## config.mk

```make
export PLATFORM = sky130hd
export DESIGN_NAME = delimited_command_parser
export DESIGN_NICKNAME = d
export VERILOG_FILES = /design/src/dcp_pkg.sv /design/src/delimited_command_parser.sv
export SDC_FILE = /design/constraint.sdc
export NUM_CORES = 1
export LEC_CHECK = 0
export BUFFER_PORTS_ARGS = -buffer_cell sky130_fd_sc_hd__buf_2
export CORE_MARGIN = 4
export CORE_UTILIZATION = 54
export DETAILED_ROUTE_END_ITERATION = 7
export GPL_TIMING_DRIVEN = 0
export MAX_ROUTING_LAYER = met4
export PLACE_DENSITY = 0.76
export SYNTH_ARGS = -nofsm -noshare
export SYNTH_HDL_FRONTEND = slang
export SYNTH_SLANG_ARGS = --single-unit
```

## constraint.sdc

```tcl
create_clock -name clk_i -period 3.8 [get_ports clk_i]
set_input_delay 0.38 -clock clk_i [delete_from_list [all_inputs] [get_ports clk_i]]
set_output_delay 0.38 -clock clk_i [all_outputs]
set_load 0.05 [all_outputs]
```

## src/dcp_pkg.sv

```systemverilog
`default_nettype none

package dcp_pkg;

  localparam int unsigned MaxStoredDefault = 2;

  localparam logic [7:0]  SeparatorReset = 8'd44;
  localparam logic [15:0] LimitReset     = 16'hFFFF;

  localparam logic [7:0] CmdS = "S";
  localparam logic [7:0] CmdI = "I";
  localparam logic [7:0] CmdD = "D";
  localparam logic [7:0] CmdR = "R";
  localparam logic [7:0] CmdZ = "Z";
  localparam logic [7:0] CmdC = "C";

  localparam logic [0:0] CfgSeparator = 1'b0;
  localparam logic [0:0] CfgLimit     = 1'b1;

  typedef enum logic [2:0] {
    StatusOk       = 3'd0,
    StatusParse    = 3'd1,
    StatusUnknown  = 3'd2,
    StatusMismatch = 3'd3,
    StatusArgCount = 3'd4
  } status_e;

  typedef struct packed {
    logic       found;
    logic [1:0] nargs;
  } cmd_info_t;

  function automatic cmd_info_t cmd_lookup(input logic [7:0] code);
    cmd_info_t info;
    info = '{found: 1'b1, nargs: 2'd0};
    unique case (code)
      CmdS, CmdI, CmdZ: info.nargs = 2'd0;
      CmdD, CmdR:       info.nargs = 2'd2;
      CmdC:             info.nargs = 2'd1;
      default:          info.found = 1'b0;
    endcase
    return info;
  endfunction

endpackage

`default_nettype wire

```

## src/delimited_command_parser.sv

```systemverilog
// Command line parser for a character stream.
// Slave side: one beat per character; tuser = 1 marks the end beat that closes the
// command, tdata carries the character (ignored on the end beat).
// Master side: one beat per end beat with status, command code, argument count and
// the first two stored argument values. Character beats give no output.
// Config channel: cfg_addr_i 0 sets the separator (cfg_data_i[7:0]), 1 sets the
// saturation limit for decimal values; always ready, write only while idle.
// Throughput: one beat per cycle while no end beat waits. Each beat goes through an
// input register and is folded into the parse state from there; the result of an end
// beat is registered in the output register as the beat leaves the input register.
// When the receiver stalls, the output register holds its beat; character beats
// keep flowing, and an end beat waits in the input register until the output
// register frees, with the slave side stalled while it waits.
// Reset clears the parse state, empties both registers and restores the separator
// to a comma and the limit to 65535.
`default_nettype none

module delimited_command_parser #(
  parameter int unsigned MAX_STORED = dcp_pkg::MaxStoredDefault
) (
  input  wire logic        clk_i,
  input  wire logic        rst_ni,
  input  wire logic        s_axis_tvalid,
  output logic             s_axis_tready,
  input  wire logic [7:0]  s_axis_tdata,   // char_code
  input  wire logic        s_axis_tuser,   // kind
  output logic             m_axis_tvalid,
  input  wire logic        m_axis_tready,
  output logic [47:0]      m_axis_tdata,   // status, command_code, arg_count,
                                           // first_arg, second_arg, zero fill
  input  wire logic        cfg_valid_i,
  output logic             cfg_ready_o,
  input  wire logic [0:0]  cfg_addr_i,
  input  wire logic [15:0] cfg_data_i
);
  import dcp_pkg::*;

  localparam int unsigned StoreSlots = (MAX_STORED < 2) ? 2 : MAX_STORED;

  logic [7:0]  sep_q;
  logic [15:0] limit_q;

  logic        in_valid_q;
  logic        in_kind_q;
  logic [7:0]  in_char_q;
  logic        adv;

  logic [1:0]  pos_q, pos_d;
  logic [1:0]  cc_q, cc_d;
  logic [7:0]  cmd_q, cmd_d;
  logic [19:0] acc_q, acc_d;
  logic        bad_q, bad_d;
  logic [15:0] decl_q, decl_d;
  logic [7:0]  cnt_q, cnt_d;
  logic [15:0] store_q [StoreSlots];
  logic [15:0] store_d [StoreSlots];
  logic        pe_q, pe_d;

  logic        cl_pe;
  logic [1:0]  cl_pos;
  logic [15:0] cl_decl;
  logic [7:0]  cl_cnt;
  logic [15:0] cl_store [StoreSlots];
  logic [15:0] sat_val;

  logic        out_valid_q;
  logic [47:0] out_data_q, out_data_d;

  assign cfg_ready_o   = 1'b1;
  assign m_axis_tvalid = out_valid_q;
  assign m_axis_tdata  = out_data_q;

  assign adv           = in_valid_q && (!in_kind_q || !out_valid_q || m_axis_tready);
  assign s_axis_tready = !in_valid_q || adv;

  // field close
  always_comb begin
    cl_pe    = pe_q;
    cl_pos   = pos_q;
    cl_decl  = decl_q;
    cl_cnt   = cnt_q;
    cl_store = store_q;
    sat_val  = (acc_q > {4'b0, limit_q}) ? limit_q : acc_q[15:0];
    if (pos_q == 2'd0) begin
      if (cc_q != 2'd1) cl_pe = 1'b1;
    end else if (cc_q == 2'd0 || bad_q) begin
      cl_pe = 1'b1;
    end else if (pos_q == 2'd1) begin
      cl_decl = sat_val;
    end else begin
      for (int i = 0; i < StoreSlots; i++) begin
        if (i < MAX_STORED && cnt_q == 8'(i)) cl_store[i] = sat_val;
      end
      if (cnt_q != 8'hFF) cl_cnt = cnt_q + 8'd1;
    end
    if (!cl_pe && pos_q != 2'd2) cl_pos = pos_q + 2'd1;
  end

  // next parse state and result
  always_comb begin
    cmd_info_t  info;
    status_e    status;
    logic [7:0] code;
    logic [1:0] nargs;
    logic [15:0] second;
    pos_d   = pos_q;
    cc_d    = cc_q;
    cmd_d   = cmd_q;
    acc_d   = acc_q;
    bad_d   = bad_q;
    decl_d  = decl_q;
    cnt_d   = cnt_q;
    store_d = store_q;
    pe_d    = pe_q;
    info    = cmd_lookup(cmd_q);
    status  = StatusOk;
    nargs   = 2'd0;
    code    = (cl_pos != 2'd0) ? cmd_q : 8'd0;
    second  = (MAX_STORED > 1) ? cl_store[1] : 16'd0;

    if (pe_q || cl_pe || cl_pos != 2'd2) begin
      status = StatusParse;
    end else if (!info.found) begin
      status = StatusUnknown;
    end else if (cl_decl != {8'd0, cl_cnt}) begin
      status = StatusMismatch;
    end else if (cl_cnt != {6'd0, info.nargs}) begin
      status = StatusArgCount;
    end else begin
      nargs = cl_cnt[1:0];
    end
    out_data_d = {3'd0, second, cl_store[0], nargs, code, status};

    if (!in_kind_q) begin
      if (!pe_q) begin
        if (in_char_q == sep_q) begin
          pe_d    = cl_pe;
          pos_d   = cl_pos;
          decl_d  = cl_decl;
          cnt_d   = cl_cnt;
          store_d = cl_store;
          cc_d    = 2'd0;
          acc_d   = 20'd0;
          bad_d   = 1'b0;
        end else begin
          if (pos_q == 2'd0) begin
            if (cc_q == 2'd0) cmd_d = in_char_q;
          end else if (in_char_q < "0" || in_char_q > "9") begin
            bad_d = 1'b1;
          end else if (acc_q <= {4'b0, limit_q}) begin
            acc_d = acc_q * 20'd10 + {16'd0, in_char_q[3:0]};
          end
          if (cc_q != 2'd3) cc_d = cc_q + 2'd1;
        end
      end
    end else begin
      pos_d  = 2'd0;
      cc_d   = 2'd0;
      cmd_d  = 8'd0;
      acc_d  = 20'd0;
      bad_d  = 1'b0;
      decl_d = 16'd0;
      cnt_d  = 8'd0;
      pe_d   = 1'b0;
      for (int i = 0; i < StoreSlots; i++) store_d[i] = 16'd0;
    end
  end

  always_ff @(posedge clk_i or negedge rst_ni) begin
    if (!rst_ni) begin
      sep_q       <= SeparatorReset;
      limit_q     <= LimitReset;
      in_valid_q  <= 1'b0;
      out_valid_q <= 1'b0;
      pos_q       <= 2'd0;
      cc_q        <= 2'd0;
      cmd_q       <= 8'd0;
      acc_q       <= 20'd0;
      bad_q       <= 1'b0;
      decl_q      <= 16'd0;
      cnt_q       <= 8'd0;
      pe_q        <= 1'b0;
      for (int i = 0; i < StoreSlots; i++) store_q[i] <= 16'd0;
    end else begin
      if (cfg_valid_i) begin
        unique case (cfg_addr_i)
          CfgSeparator: sep_q   <= cfg_data_i[7:0];
          CfgLimit:     limit_q <= cfg_data_i;
          default:      ;
        endcase
      end
      if (s_axis_tvalid && s_axis_tready) begin
        in_valid_q <= 1'b1;
      end else if (adv) begin
        in_valid_q <= 1'b0;
      end
      if (adv) begin
        pos_q   <= pos_d;
        cc_q    <= cc_d;
        cmd_q   <= cmd_d;
        acc_q   <= acc_d;
        bad_q   <= bad_d;
        decl_q  <= decl_d;
        cnt_q   <= cnt_d;
        pe_q    <= pe_d;
        store_q <= store_d;
      end
      if (adv && in_kind_q) begin
        out_valid_q <= 1'b1;
      end else if (m_axis_tready) begin
        out_valid_q <= 1'b0;
      end
    end
  end

  always_ff @(posedge clk_i) begin
    if (s_axis_tvalid && s_axis_tready) begin
      in_kind_q <= s_axis_tuser;
      in_char_q <= s_axis_tdata;
    end
    if (adv && in_kind_q) begin
      out_data_q <= out_data_d;
    end
  end

  a_out_from_end: assert property (@(posedge clk_i) disable iff (!rst_ni)
    $rose(out_valid_q) |-> $past(in_valid_q && in_kind_q))
    else $error("output beat without an end beat");

  a_pos_range: assert property (@(posedge clk_i) disable iff (!rst_ni)
    pos_q != 2'd3)
    else $error("field position out of range");

  a_fail_no_args: assert property (@(posedge clk_i) disable iff (!rst_ni)
    (out_valid_q && out_data_q[2:0] != StatusOk) |-> out_data_q[12:11] == 2'd0)
    else $error("argument count on a failed command");

  a_end_clears: assert property (@(posedge clk_i) disable iff (!rst_ni)
    (adv && in_kind_q) |=> (pos_q == 2'd0 && cnt_q == 8'd0 && !pe_q))
    else $error("parse state not cleared after end beat");

endmodule

`default_nettype wire
```

# Word-level counts from Yosys, hierarchy flattened
# Cells that the tools add are included.
[op_classes]
bitwise_logic = 2
eq_ne = 20
n_mux = 61
n_reduce_logical = 38
multipliers = 1
magnitude_cmp = 4
add_sub_neg = 4
[ops]
columns = ["operator", "count"]
rows = [
  ["$mux 32", 6],
  ["$mux 16", 9],
  ["$mux 20", 6],
  ["$mux 8", 12],
  ["$eq 8x7->1 const B", 6],
  ["$add 20x4->20", 1],
  ["$gt 20x16->1", 1],
  ["$le 20x16->1", 1],
  ["$mul 20x3->19 const B", 1],
  ["$mux 2", 10],
  ["$mux 1", 16],
  ["$ne 16x8->1", 1],
  ["$reduce_bool 2->1", 6],
  ["$ne 2x2->1 const B", 5],
  ["$reduce_and 5->1", 2],
  ["$reduce_bool 3->1", 3],
  ["$add 8x1->8 const B", 1],
  ["$eq 8x1->1 const B", 1],
  ["$eq 8x8->1", 1],
  ["$gt 8x6->1 const B", 1],
  ["$logic_not 8->1", 1],
  ["$lt 8x6->1 const B", 1],
  ["$ne 8x2->1", 1],
  ["$ne 8x8->1 const B", 1],
  ["other kinds (19)", 36],
]
[word_totals]
regBits = 170
out_inout_bits = 51

# Longest topological paths before layout
# Gate-level depths: netlist of the first run.
[depth]
ltp_word = 10
depth_mapped = 14
ltp_nobuf = 13

# Worst setup path before layout of the first run
# OpenSTA, ideal clock, no wires.
[synth_path]
path_type = "register -> register"
from = "register pos_q[0]"
to = "register out_data_q[11], in the netlist m_axis_tdata[11] (data pin)"
n_path_buf = 0
path_stages_with_launch = 11
period_less_slack_ps = 3778
setup_ps = 176
arrival_ps = 3602
setup_slack_ps = 22
path_cell_list = "dfrtp_1 > ha_1 > or4_4 > nor4_1 > mux2i_1 > xnor2_1 > o2111a_1 > o21ai_0 > a2111o_1 > or4_4 > nor4_1"
[synth_between]
elab_chain_cells = 8
word_cells_on_any_way = 20
cone_classes = "add/sub (1); eq/ne (5); mux (8); reduce/logical (6)"
[synth_rtl]
columns = ["element", "line_no", "rtl"]
rows = [
  ["start, declared", "delimited_command_parser.sv:48", "logic [1:0] pos_q, pos_d;"],
  ["start signal, assigned", "delimited_command_parser.sv:198", "pos_q <= pos_d;"],
  ["parallel branches: the longest is 8 deep, another holds $mux 16", "--", ""],
  ["end signal, assigned", "delimited_command_parser.sv:222", "out_data_q <= out_data_d;"],
  ["end, declared", "delimited_command_parser.sv:67", "logic [47:0] out_data_q, out_data_d;"],
]
# Parallel ways; which one is timed is not known.
# A chain may end at the register's enable or synchronous reset.

# Final worst setup path of the first run
[layout_path]
from = "register cc_q[0]"
to = "register out_data_q[1], in the netlist m_axis_tdata[1] (data pin)"
[layout_between]
elab_chain_cells = 9
word_cells_on_any_way = 19
cone_classes = "eq/ne (3); mux (10); reduce/logical (6)"
[layout_rtl]
columns = ["element", "line_no", "rtl"]
rows = [
  ["start, declared", "delimited_command_parser.sv:49", "logic [1:0] cc_q, cc_d;"],
  ["start signal, assigned", "delimited_command_parser.sv:176", "cc_q <= 2'd0;"],
  ["start signal, assigned", "delimited_command_parser.sv:199", "cc_q <= cc_d;"],
  ["parallel branches: the longest is 9 deep, another holds $mux 16", "--", ""],
]
# Parallel ways; which one is timed is not known.

==> results of run 1 <==
stage by stage:
step | cells | cell area [um2]
after floorplan | 900 | 9400
after global placement | 1197 | 10100
after detailed placement | 1199 | 10100
after CTS | 1240 | 10900
after global routing | 1255 | 11200
final | 1255 | 11200
cell usage after synthesis, types with 4 or more instances:
cell type and number:
sky130_fd_sc_hd__nand2_1 119, sky130_fd_sc_hd__nand4_1 16, sky130_fd_sc_hd__or4_1 6, sky130_fd_sc_hd__ha_1 59
sky130_fd_sc_hd__nor2b_1 6, sky130_fd_sc_hd__dfrtp_1 97, sky130_fd_sc_hd__mux2_2 26, sky130_fd_sc_hd__xor2_1 23
sky130_fd_sc_hd__nand3_1 14, sky130_fd_sc_hd__o22ai_1 5, sky130_fd_sc_hd__and2_1 13, sky130_fd_sc_hd__mux2i_1 20
sky130_fd_sc_hd__o21ai_0 71, sky130_fd_sc_hd__buf_4 4, sky130_fd_sc_hd__o211a_1 5, sky130_fd_sc_hd__nand2b_1 4
sky130_fd_sc_hd__inv_1 38, sky130_fd_sc_hd__a21o_1 10, sky130_fd_sc_hd__xnor2_1 23, sky130_fd_sc_hd__nor3b_1 7
sky130_fd_sc_hd__dfstp_2 19, sky130_fd_sc_hd__nor3_1 25, sky130_fd_sc_hd__a211oi_1 8, sky130_fd_sc_hd__nor4_1 13
sky130_fd_sc_hd__a22o_1 41, sky130_fd_sc_hd__a21oi_1 25, sky130_fd_sc_hd__clkbuf_1 29, sky130_fd_sc_hd__edfxtp_1 54
sky130_fd_sc_hd__o31ai_1 18, sky130_fd_sc_hd__nor2_1 43
area by class of cell:
cell class | count | area, um2
Multi-Input combinational cell | 653 | 4760
Sequential cell | 170 | 4550
Inverter | 39 | 146
Fill cell | 1319 | 5660
Timing Repair Buffer | 104 | 647
Tap cell | 220 | 275
Buffer | 37 | 174
Clock inverter | 12 | 143
Clock buffer | 20 | 467
critical path: stages (launching register included):
cell                       delay (ns)
sky130_fd_sc_hd__dfrtp_1         0.36
sky130_fd_sc_hd__inv_1           0.07
sky130_fd_sc_hd__ha_2            0.20
sky130_fd_sc_hd__or4_4           0.57
sky130_fd_sc_hd__o21bai_4        0.21
sky130_fd_sc_hd__or4_4           0.43
sky130_fd_sc_hd__and2_4          0.20
sky130_fd_sc_hd__and4b_1         0.29
sky130_fd_sc_hd__nor4b_4         0.06
sky130_fd_sc_hd__a2111o_1        0.41
sky130_fd_sc_hd__or4_4           0.58
sky130_fd_sc_hd__nor2b_4         0.14
metal layers:
layer	vias up	global-route usage, %	routed length [um]
li1	3531	-	-
met1	3603	30.8	9840
met2	240	36.9	10800
met3	41	3.82	1070
met4	0	6.43	446
met5	-	-	0
worst paths after layout:
kind | from | slack [ns] | endpoint | cells after the start
worst max-delay path | cc_q[0]$_DFFE_PN0P_ | 0.02 | m_axis_tdata[1]$_SDFFCE_PP0P_ | 11
worst min-delay path | s_axis_tdata[6] | 0.11 | in_char_q[6]$_DFFE_PP_ | 1
worst max register to register | cc_q[0]$_DFFE_PN0P_ | 0.02 | m_axis_tdata[1]$_SDFFCE_PP0P_ | 11
worst min register to register | acc_q[19]$_DFFE_PN0P_ | 0.49 | acc_q[19]$_DFFE_PN0P_ | 2
max in group asynchronous | rst_ni | 2.60 | limit_q[5]$_DFFE_PN1P_ | 3
min in group asynchronous | rst_ni | 0.45 | store_q[13]$_DFFE_PN0P_ | 2
flip-flops by register name (all words and copies together), names as in the netlist, 2 cells and up:
| register | count |
|---|---|
| pos_q | 2 |
| in_char_q | 8 |
| cc_q | 2 |
| decl_q | 16 |
| m_axis_tdata | 45 |
| acc_q | 20 |
| cnt_q | 8 |
| limit_q | 16 |
| cmd_q | 8 |
| store_q | 32 |
| sep_q | 8 |
power by group through the flow:
stage / logic (uW) / clock network (uW) / registers, uW
floorplan: 1100 / 0 / 2400
detailed placement: 1580 / 0 / 2350
CTS: 1650 / 1810 / 2310
global route: 1910 / 1890 / 2340
finish: 1730 / 1790 / 2320
global placement: 1520 / 0 / 2340
cells by family after synthesis:
kind of cell    after synthesis  synth area share, %
simple gates                284                 14.6
xor+xnor                     46                 4.29
buf+inv                      77                 3.36
flops                       170                 48.4
compound gates              211                 15.4
mux                          47                 5.49
other cells                   2               0.0799
fa+ha+maj                    61                 8.28
what timing repair did:
| item | 4_1_cts | 5_1_grt |
|---|---|---|
| resized for setup | 19 | 33 |
| hold buffers | 1 | 0 |
| endpoints found under the setup margin | 6 | 8 |
| endpoints found under the hold margin | 49 | 0 |
| gates cloned | 0 | 2 |
| setup buffers | 9 | 13 |
| pin swaps | 7 | 13 |
cells in the final DEF, fill, tap and decap left out, drive strengths merged, types with 18 or more instances in the layout:
cell	count
mux2i	20
buf	110
nand2	119
dfrtp	97
xor2	23
mux2	26
xnor2	23
inv	46
nor3	25
nor2	43
ha	59
dfstp	19
edfxtp	54
a21oi	26
a22o	41
clkbuf	50
o31ai	18
o21ai	71
==> flow_summary_export.csv, run 1 <==
group,metric,value,unit
die,die_area,0.0196,mm2
power,comb_power_share,29.6,%
clock_network,tritoncts_clock_tree,"done",
clock_network,clk_pin_slew_worst_paths,0.07,ns
global_routing,grt_overflow_total,0,
synthesis,syn-instance-count,898,
power,power.density,523,mW/mm2
routing,vias_per_cell,5.91,
place,post_dp_hpwl,15700,um
timing,fin_crit,3.78,ns
synthesis,synth_area_per_cell,10.5,um2
setup_path,critPathKind,"flop to flop",
global_routing,grt_pass1_wl,35800,um
global_routing,grt_pass1_vias,7077,
setup_path,worstSetupEndpointType,"flop",
die,ports_placed_on_the_boundary,82,
routing,drt_iter0_markers,528,
setup_path,cp_data_required_time,3.99,ns
power,power.share.clock,30.7,%
die,floorplan.core_area,0.0168,mm2
setup_path,path_max_fanout,5,
clock_network,clock-sinks,170,
outcome,status,"finished, final reports clean",
clock_network,max-clock-path-buffers,2,
synthesis,synth_edf_count,54,
power,vdd_ir_drop_max,0.384,mV
synthesis,yosys_register_bits,170,
timing,tns,0,ns
global_routing,pin_count_of_the_biggest_net_entering_global_routing,68,
timing,holdWs,0.112,ns
final_layout,num_antenna_cells,0,
synthesis,ys_top_cells_by_area,"sky130_fd_sc_hd__dfrtp_1 26%, sky130_fd_sc_hd__edfxtp_1 17%, sky130_fd_sc_hd__ha_1 7.9%",
final_layout,areaGrowthSynthToFinish,18.8,%
die,placementRows,47,
timing,fin_worst_setup_slack,0.0239,ns
timing,relSlewSlack,50.3,%
synthesis,ys_dominant_reg_cell,"sky130_fd_sc_hd__dfrtp_1",
place,portBuffers,77,
routing,detail_route.wirelength,22100,um
power,sum_of_internal_switching_and_leakage_power,5840,uW
power,p_int,3780,uW
final_layout,layout.core_utilization,66.4,%
die,initial_core_util,55.9,%
timing,grt_setup_unrepaired,"true",
die,die_w,140,um
timing,hold_viol_final,0,
synthesis,synth_top_area_share,25.8,%
clock_network,cts_made_buffers,17,
synthesis,synth_top_cell_by_area,"sky130_fd_sc_hd__dfrtp_1",
timing,fmaxAchievable,265,MHz
global_routing,grt_use_total,23.0,%
clock_network,clk_latency,0.44,ns
timing,maxSlewViolCount,0,
flow_run,max_cap_viol_count,0,
synthesis,asyncSetResetFlopFracSynth,68.2,%
timing,final_min_period_over_clock_period,99.4,%
setup_path,critPathArrivalTime,3.97,ns
synthesis,synth_cell_types,69,
routing,detailedRoute.firstPassIterationCount,7,
place,post_place_setup_slack,-0.464,ns
synthesis,synth_seq_area_share,48.4,%
timing,timing.final.setup_violations,0,
routing,drc,0,
synthesis,netlist_area,0.00940,mm2
timing,worst-slew-pin-transition,0.746,ns
routing,vias,7415,
routing,drt.antenna.violating_nets,0,
synthesis,synth_warnings,0,
worst_hold_path,worstHoldPathType,"input port to flop",
power,total_leakage_power,0.00478,uW
power,power.share.switching,35.3,%
global_routing,antenna_found_initial,0,
power,net_load_switching_power,2060,uW
place,gp_routability_congestion,0.945,
final_layout,finalNetCount,1114,
final_layout,drive_above_1_share,23.0,%
setup_path,crit_path_start_kind,"flop",
routing,routed_wire_length_per_instance,17.6,um
power,power_frac_seq,39.8,%
timing,timing.clock.skew,0.0131,ns
clock_network,cts_htree_levels,4,
clock_network,cts_root_buffer,"sky130_fd_sc_hd__clkbuf_16",
die,die_y_extent,140,um
No activity file was read; power rests on OpenSTA's default activity.
==> run 2: changes to the inputs <==
--- a/config.mk
+++ b/config.mk
@@ -5,13 +5,14 @@
 export SDC_FILE = /design/constraint.sdc
 export NUM_CORES = 1
 export LEC_CHECK = 0
+export ABC_AREA = 1
 export BUFFER_PORTS_ARGS = -buffer_cell sky130_fd_sc_hd__buf_2
 export CORE_MARGIN = 4
-export CORE_UTILIZATION = 54
+export CORE_UTILIZATION = 55
 export DETAILED_ROUTE_END_ITERATION = 7
 export GPL_TIMING_DRIVEN = 0
 export MAX_ROUTING_LAYER = met4
-export PLACE_DENSITY = 0.76
+export PLACE_DENSITY = 0.77
 export SYNTH_ARGS = -nofsm -noshare
 export SYNTH_HDL_FRONTEND = slang
 export SYNTH_SLANG_ARGS = --single-unit
==> run 2 against run 1 <==
  * Area after synthesis is 3.2% higher
  * Synthesized cell count is 28% higher
  * Sequential power is 5% higher
  * Largest cell class is now flip-flops and latches
  * Critical endpoint is now acc_q[17]$_DFFE_PN0P_
  * Clock power is 6% lower
  * Die area is 1.3% higher
  * Clock skew is 0.0053 ns lower
  * Fmax is 18% higher
  * Global-route usage is 1.1 points higher
  * Largest power group unchanged
==> flow_summary_export.csv, run 2 <==
group,metric,value,unit
final_layout,commonest_cells_after_routing_fill_and_taps_aside,"247 x sky130_fd_sc_hd__nand2_1, 187 x sky130_fd_sc_hd__inv_1, 97 x sky130_fd_sc_hd__dfrtp_1, 82 x sky130_fd_sc_hd__buf_2, 79 x sky130_fd_sc_hd__o21ai_0",
synthesis,synth_top_cell_by_area,"sky130_fd_sc_hd__dfrtp_1",
clock_network,cts_made_buffers,17,
die,die_area,0.0198,mm2
timing,fmaxAchievable,313,MHz
place,post_place_setup_slack,0.625,ns
setup_path,worstSetupEndpointType,"flop",
timing,hold_viol_final,0,
final_layout,max_reg_flops,45,
global_routing,grt_pass1_wl,37800,um
final_layout,areaGrowthSynthToFinish,13.4,%
clock_network,hold_buffers,1,
worst_hold_path,worstHoldPathType,"input port to flop",
routing,maxUsedRoutingLayer,"met4",
die,initial_core_util,56.1,%
synthesis,netlist_area,0.00970,mm2
final_layout,nFillCells,1406,
final_layout,final_common_cell,"sky130_fd_sc_hd__nand2_1",
synthesis,synth_area_per_cell,8.47,um2
die,die_w,141,um
setup_path,cpPeakStageDelay,0.50,ns
timing,fin_crit,3.19,ns
place,gp_routability_congestion,0.915,
timing,relSlewSlack,43.6,%
global_routing,antenna_found_initial,0,
outcome,status,"finished, final reports clean",
routing,detailedRoute.firstPassIterationCount,5,
die,placementRows,48,
synthesis,ys_dominant_reg_cell,"sky130_fd_sc_hd__dfrtp_1",
setup_path,crit_path_cell_trace,"ha_1 > ha_1 > inv_1 > fa_1 > xnor2_1 > nand3b_1 > nor2_1 > inv_1 > nor2_1 > nand2_1 > nor2_1 > nand2_1 > nor2_1 > nand2_1 > o21ai_0 > o21ai_1",
timing,maxSlewViolCount,0,
global_routing,grt_pass1_vias,7877,
timing,tns,0,ns
routing,routed_wire_length_per_instance,15.3,um
die,ports_placed_on_the_boundary,82,
synthesis,synth_seq_area_share,46.9,%
routing,drt-met1-wl,9870,um
final_layout,drive_above_1_share,15.9,%
power,vdd_ir_drop_max,0.323,mV
timing,holdWs,0.111,ns
clock_network,clock-sinks,170,
clock_network,cts_htree_levels,4,
synthesis,syn-instance-count,1145,
synthesis,yosys_register_bits,170,
setup_path,cp_data_required_time,4.13,ns
clock_network,cts_root_buffer,"sky130_fd_sc_hd__clkbuf_16",
global_routing,pin_count_of_the_biggest_net_entering_global_routing,67,
setup_path,cp_slowest_cell,"sky130_fd_sc_hd__dfrtp_1",
setup_path,path_max_fanout,6,
place,portBuffers,77,
synthesis,netlist_top_cells_count,"247 x sky130_fd_sc_hd__nand2_1, 188 x sky130_fd_sc_hd__inv_1, 97 x sky130_fd_sc_hd__dfrtp_1, 79 x sky130_fd_sc_hd__o21ai_0, 67 x sky130_fd_sc_hd__nand3_1",
timing,final_min_period_over_clock_period,84.1,%
setup_path,critPathArrivalTime,3.52,ns
power,power.density,585,mW/mm2
synthesis,asyncSetResetFlopFracSynth,68.2,%
synthesis,synth_warnings,0,
routing,detail_route.wirelength,22600,um
timing,timing.clock.skew,0.00776,ns
flow_run,max_cap_viol_count,0,
final_layout,seqCellArea,0.00455,mm2
global_routing,grt_overflow_total,0,
routing,vias_per_cell,5.39,
setup_path,crit_path_start_kind,"flop",
setup_path,worst-r2r-setup-slack,0.61,ns
die,floorplan.core_area,0.0173,mm2
routing,met3RoutedLength,1230,um
timing,worst-slew-pin-transition,0.839,ns
power,sum_of_internal_switching_and_leakage_power,6440,uW
synthesis,synth_cell_types,51,
routing,drc,0,
routing,vias,7995,
power,total_leakage_power,0.00571,uW
final_layout,multi_input_area,0.00425,mm2
timing,grt_setup_unrepaired,"false",
routing,route.met2.wl,10900,um
clock_network,tritoncts_clock_tree,"done",
setup_path,critPathKind,"flop to flop",
global_routing,grt_use_total,24.1,%
die,die_y_extent,141,um
clock_network,max-clock-path-buffers,2,
routing,drt.antenna.violating_nets,0,
synthesis,synth_top_area_share,25.0,%
final_layout,finalNetCount,1338,
clock_network,clk_latency,0.44,ns
clock_network,clk_pin_slew_worst_paths,0.07,ns
clock_network,postCtsSetupBuffers,0,
timing,timing.final.setup_violations,0,
synthesis,synth_edf_count,54,
synthesis,most_frequent_cell_after_synthesis,"sky130_fd_sc_hd__nand2_1",
timing,fin_worst_setup_slack,0.606,ns
setup_path,worst_path_most_repeated_cell,"sky130_fd_sc_hd__nor2_1",
final_layout,num_antenna_cells,0,
routing,drt_iter0_markers,606,
place,post_dp_hpwl,17100,um
clock_network,post_cts_resize_count,0,
synthesis,ys_top_cells_by_area,"sky130_fd_sc_hd__dfrtp_1 25%, sky130_fd_sc_hd__edfxtp_1 17%, sky130_fd_sc_hd__nand2_1 9.6%",
==> run 2: cell count changes after synthesis, sizes merged, moves of 26 or more <==
cell	previous run	this run
mux2	26	0
nand2	119	256
inv	38	197
nand3	14	77
nor2	43	74
o22ai	5	60
a22o	41	0
==> run 2: final timing paths <==
kind,startpoint,end,cells past startpoint
setup / recovery,acc_q[1]$_DFFE_PN0P_,acc_q[17]$_DFFE_PN0P_,16
hold / removal,s_axis_tdata[0],in_char_q[0]$_DFFE_PP_,1
setup reg to reg,acc_q[1]$_DFFE_PN0P_,acc_q[17]$_DFFE_PN0P_,16
hold reg to reg,decl_q[12]$_DFFE_PN0P_,decl_q[12]$_DFFE_PN0P_,2
max in group asynchronous,rst_ni,cnt_q[2]$_DFFE_PN0P_,3
min in group asynchronous,rst_ni,acc_q[19]$_DFFE_PN0P_,2
==> run 2: final cells by class <==
class / count / share of cell area, %
Clock inverter: 14 / 1.24
Timing Repair Buffer: 80 / 4.08
Inverter: 198 / 6.76
Buffer: 35 / 1.50
Multi-Input combinational cell: 744 / 38.6
Sequential cell: 170 / 41.3
Tap cell: 225 / 2.56
Clock buffer: 18 / 3.90
==> run 2: power breakdown <==
part,total (uW),internal [uW],switching (uW)
clock network,1680,914,769
registers,2430,2240,188
logic,2330,756,1570
total,6440,3910,2530
==> run 2: stage by stage <==
stage                     instances  instance area (um2)  util, %
after global routing           1484                11000     63.6
after floorplan                1147                 9700        -
final                          1484                11000     63.6
after detailed placement       1451                10400     60.3
after global placement         1449                10400     60.0
after CTS                      1484                11000     63.6
==> run 2: cells by family after synthesis <==
family	Yosys count	synth area share (%)
AND/OR/NAND/NOR	461	22.1
buffers and inverters	233	9.37
AO/OA/AOI/OAI	196	11.5
flip-flops	170	46.9
adder cells (fa/ha/maj)	61	8.03
XOR/XNOR	22	1.99
other	2	0.0774
==> run 2: layer usage <==
metal	global-route usage [%]	vias up
met5	-	-
li1	-	3955
met1	30.9	3762
met4	8.57	0
met3	4.17	37
met2	38.9	241
==> run 2: critical path, delay by kind of cell, from the launching register on <==
kind | cells | cell delay, ns
AO/OA/AOI/OAI | 2 | 0.23
XOR/XNOR | 1 | 0.27
adder cells (fa/ha/maj) | 3 | 0.91
buffers and inverters | 2 | 0.15
flip-flops | 1 | 0.50
AND/OR/NAND/NOR | 8 | 1.02
==> run 3: changes to the inputs <==
--- a/config.mk
+++ b/config.mk
@@ -8,11 +8,11 @@
 export ABC_AREA = 1
 export BUFFER_PORTS_ARGS = -buffer_cell sky130_fd_sc_hd__buf_2
 export CORE_MARGIN = 4
-export CORE_UTILIZATION = 55
+export CORE_UTILIZATION = 60
 export DETAILED_ROUTE_END_ITERATION = 7
 export GPL_TIMING_DRIVEN = 0
 export MAX_ROUTING_LAYER = met4
-export PLACE_DENSITY = 0.77
+export PLACE_DENSITY = 0.8
 export SYNTH_ARGS = -nofsm -noshare
 export SYNTH_HDL_FRONTEND = slang
 export SYNTH_SLANG_ARGS = --single-unit
==> constraint.sdc (replaced) <==
create_clock -name clk_i -period 3.2 [get_ports clk_i]
set_input_delay 0.32 -clock clk_i [delete_from_list [all_inputs] [get_ports clk_i]]
set_output_delay 0.32 -clock clk_i [all_outputs]
set_load 0.05 [all_outputs]
==> run 3 against run 2 <==
  * Combinational power up 20%
  * Clock power up 24%
  * Clock skew down 0.0020 ns
  * Fmax up 6.4%
  * Non-clock buffer count up 1
  * Flip-flop and latch count unchanged
  * Largest power group unchanged
  * Final area up 0.58%
  * Wire length down 0.50%
  * Critical path depth down 2
  * Critical endpoint unchanged
  * Hold slack worse by 0.056 ns
==> flow_summary_export.csv, run 3 (synthesis gave the netlist of run 2 again) <==
group,metric,value,unit
place,post_dp_hpwl,16900,um
timing,fmaxAchievable,333,MHz
setup_path,r2r_start,"acc_q[3]$_DFFE_PN0P_",
clock_network,max-clock-path-buffers,2,
place,place.detailed.instances,1441,
final_layout,multi_input_area,0.00429,mm2
setup_path,worstPathBufferInverterCount,2,
place,gp_routability_congestion,0.926,
clock_network,clk_latency,0.43,ns
clock_network,cts_made_buffers,17,
setup_path,cp.depth,14,
worst_hold_path,worstHoldPathType,"input port to flop",
die,placementRows,46,
routing,detailedRoute.firstPassIterationCount,5,
routing,vias,8033,
die,floorplan.core_area,0.0159,mm2
clock_network,tritoncts_clock_tree,"done",
final_layout,final-instance-count-excl-fill,1476,
global_routing,antenna_found_initial,0,
final_layout,final_common_cell,"sky130_fd_sc_hd__nand2_1",
setup_path,critPathArrivalTime,3.33,ns
final_layout,max_reg_flops,45,
setup_path,critPathKind,"flop to flop",
setup_path,crit_path_start_kind,"flop",
setup_path,critPathTopFamily,"simple AND/OR/NAND/NOR gates",
global_routing,pin_count_of_the_biggest_net_entering_global_routing,60,
power,sum_of_internal_switching_and_leakage_power,7780,uW
place,portBuffers,77,
setup_path,worst-r2r-setup-slack,0.20,ns
final_layout,nFillCells,1245,
routing,drt_iter0_markers,800,
clock_network,clk_pin_slew_worst_paths,0.07,ns
die,die_w,135,um
place,dpl-instance-area,0.0104,mm2
final_layout,areaGrowthSynthToFinish,14.1,%
routing,drc,0,
power,total_leakage_power,0.00573,uW
timing,timing.final.setup_violations,0,
routing,detail_route.wirelength,22500,um
final_layout,finalNetCount,1339,
final_layout,drive_above_1_share,16.9,%
power,vdd_ir_drop_max,0.449,mV
clock_network,clock-sinks,170,
setup_path,crit_path_cell_trace,"ha_1 > ha_1 > inv_1 > fa_2 > nor3_1 > nor2_1 > xnor2_1 > inv_1 > nor2_2 > nand2_2 > nor2_4 > nand2_1 > o21ai_0 > o21ai_1",
final_layout,seqCellArea,0.00455,mm2
setup_path,cpPeakStageDelay,0.45,ns
routing,drt.antenna.violating_nets,0,
timing,relSlewSlack,34.5,%
global_routing,grt_pass1_vias,7710,
setup_path,cp_data_required_time,3.52,ns
timing,timing.clock.skew,0.00577,ns
clock_network,cts_htree_levels,4,
setup_path,timing.reg2reg.worst_path_depth,14,
final_layout,commonest_cells_after_routing_fill_and_taps_aside,"246 x sky130_fd_sc_hd__nand2_1, 187 x sky130_fd_sc_hd__inv_1, 95 x sky130_fd_sc_hd__dfrtp_1, 82 x sky130_fd_sc_hd__buf_2, 79 x sky130_fd_sc_hd__o21ai_0",
timing,final_min_period_over_clock_period,93.8,%
final_layout,num_antenna_cells,0,
setup_path,cp_slowest_cell,"sky130_fd_sc_hd__dfrtp_2",
die,initial_core_util,61.0,%
global_routing,grt_pass1_wl,37200,um
die,die_y_extent,135,um
timing,fin_crit,3.00,ns
flow_run,max_cap_viol_count,0,
setup_path,path_max_fanout,5,
global_routing,grt_use_total,26.2,%
setup_path,worstSetupEndpointType,"flop",
setup_path,rr_endpoint,"acc_q[17]$_DFFE_PN0P_",
routing,routed_wire_length_per_instance,15.3,um
final_layout,postLayoutCellArea,0.0111,mm2
power,power.density,703,mW/mm2
global_routing,grt_overflow_total,0,
timing,maxSlewViolCount,0,
setup_path,crit_end,"acc_q[17]$_DFFE_PN0P_",
outcome,status,"finished, final reports clean",
setup_path,worstSetupStartpoint,"acc_q[3]$_DFFE_PN0P_",
routing,vias_per_cell,5.44,
timing,worst-slew-pin-transition,0.981,ns
die,ports_placed_on_the_boundary,82,
die,die_area,0.0183,mm2
clock_network,cts_root_buffer,"sky130_fd_sc_hd__clkbuf_16",
timing,hold_viol_final,0,
==> run 3: cell count changes in the layout (fill, tap and decap cells not counted), sizes merged <==
cell / previous run / this run
inv: 202 / 203
clkinv: 5 / 3
bufinv: 1 / 2
buf: 92 / 93
==> run 3: layout make-up <==
class,instances,share of cell area (%)
flip-flops and latches,170,41.1
multi-input cells,744,38.8
inverters,198,6.72
repair buffers,81,4.01
clock buffers,18,3.97
well taps,216,2.44
plain buffers,35,1.49
clock inverters,14,1.46
==> run 3: how the worst min path moves through the flow <==
stage                          start                      to  slack, ns  cells past startpoint
2_1_floorplan                 rst_ni    acc_q[0]$_DFFE_PN0P_       0.02                      0
4_1_cts              s_axis_tdata[2]  in_char_q[2]$_DFFE_PP_       0.05                      1
6_report             s_axis_tdata[2]  in_char_q[2]$_DFFE_PP_       0.06                      1
5_1_grt                 s_axis_tuser     in_kind_q$_DFFE_PP_       0.05                      1
3_5_place_dp                  rst_ni   acc_q[17]$_DFFE_PN0P_       0.32                      1
3_3_place_gp   decl_q[8]$_DFFE_PN0P_   decl_q[8]$_DFFE_PN0P_       0.46                      2
==> run 3: repair_timing <==
item / 4_1_cts / 5_1_grt
setup buffers: 0 / 2
hold buffers: 1 / 0
setup endpoints to repair: 0 / 7
hold endpoints to repair: 47 / 0
resized for setup: 0 / 13
==> run 3: stage by stage <==
step	TNS (ns)	hold WS, ns	util [%]	worst slack (ns)
6_report	0	0.0558	69.7	0.199
5_1_grt	-0.00674	0.0467	69.7	-0.00674
4_1_cts	0	0.0453	69.3	0.00182
3_5_place_dp	0	0.320	65.4	0.00144
3_3_place_gp	0	0.464	65.2	0.0751
2_1_floorplan	0	0.0244	-	0.394
==> run 3: layer usage <==
layer | GRT usage [%] | part of all wire [%]
met5 | - | 0
met2 | 42.1 | 49
met4 | 9.01 | 2.3
met1 | 34.0 | 43
met3 | 4.58 | 5.8
==> run 3: power breakdown <==
part	switching, uW	internal (uW)	total, uW
combinational	1880	919	2800
clock	904	1190	2090
sequential	222	2660	2880
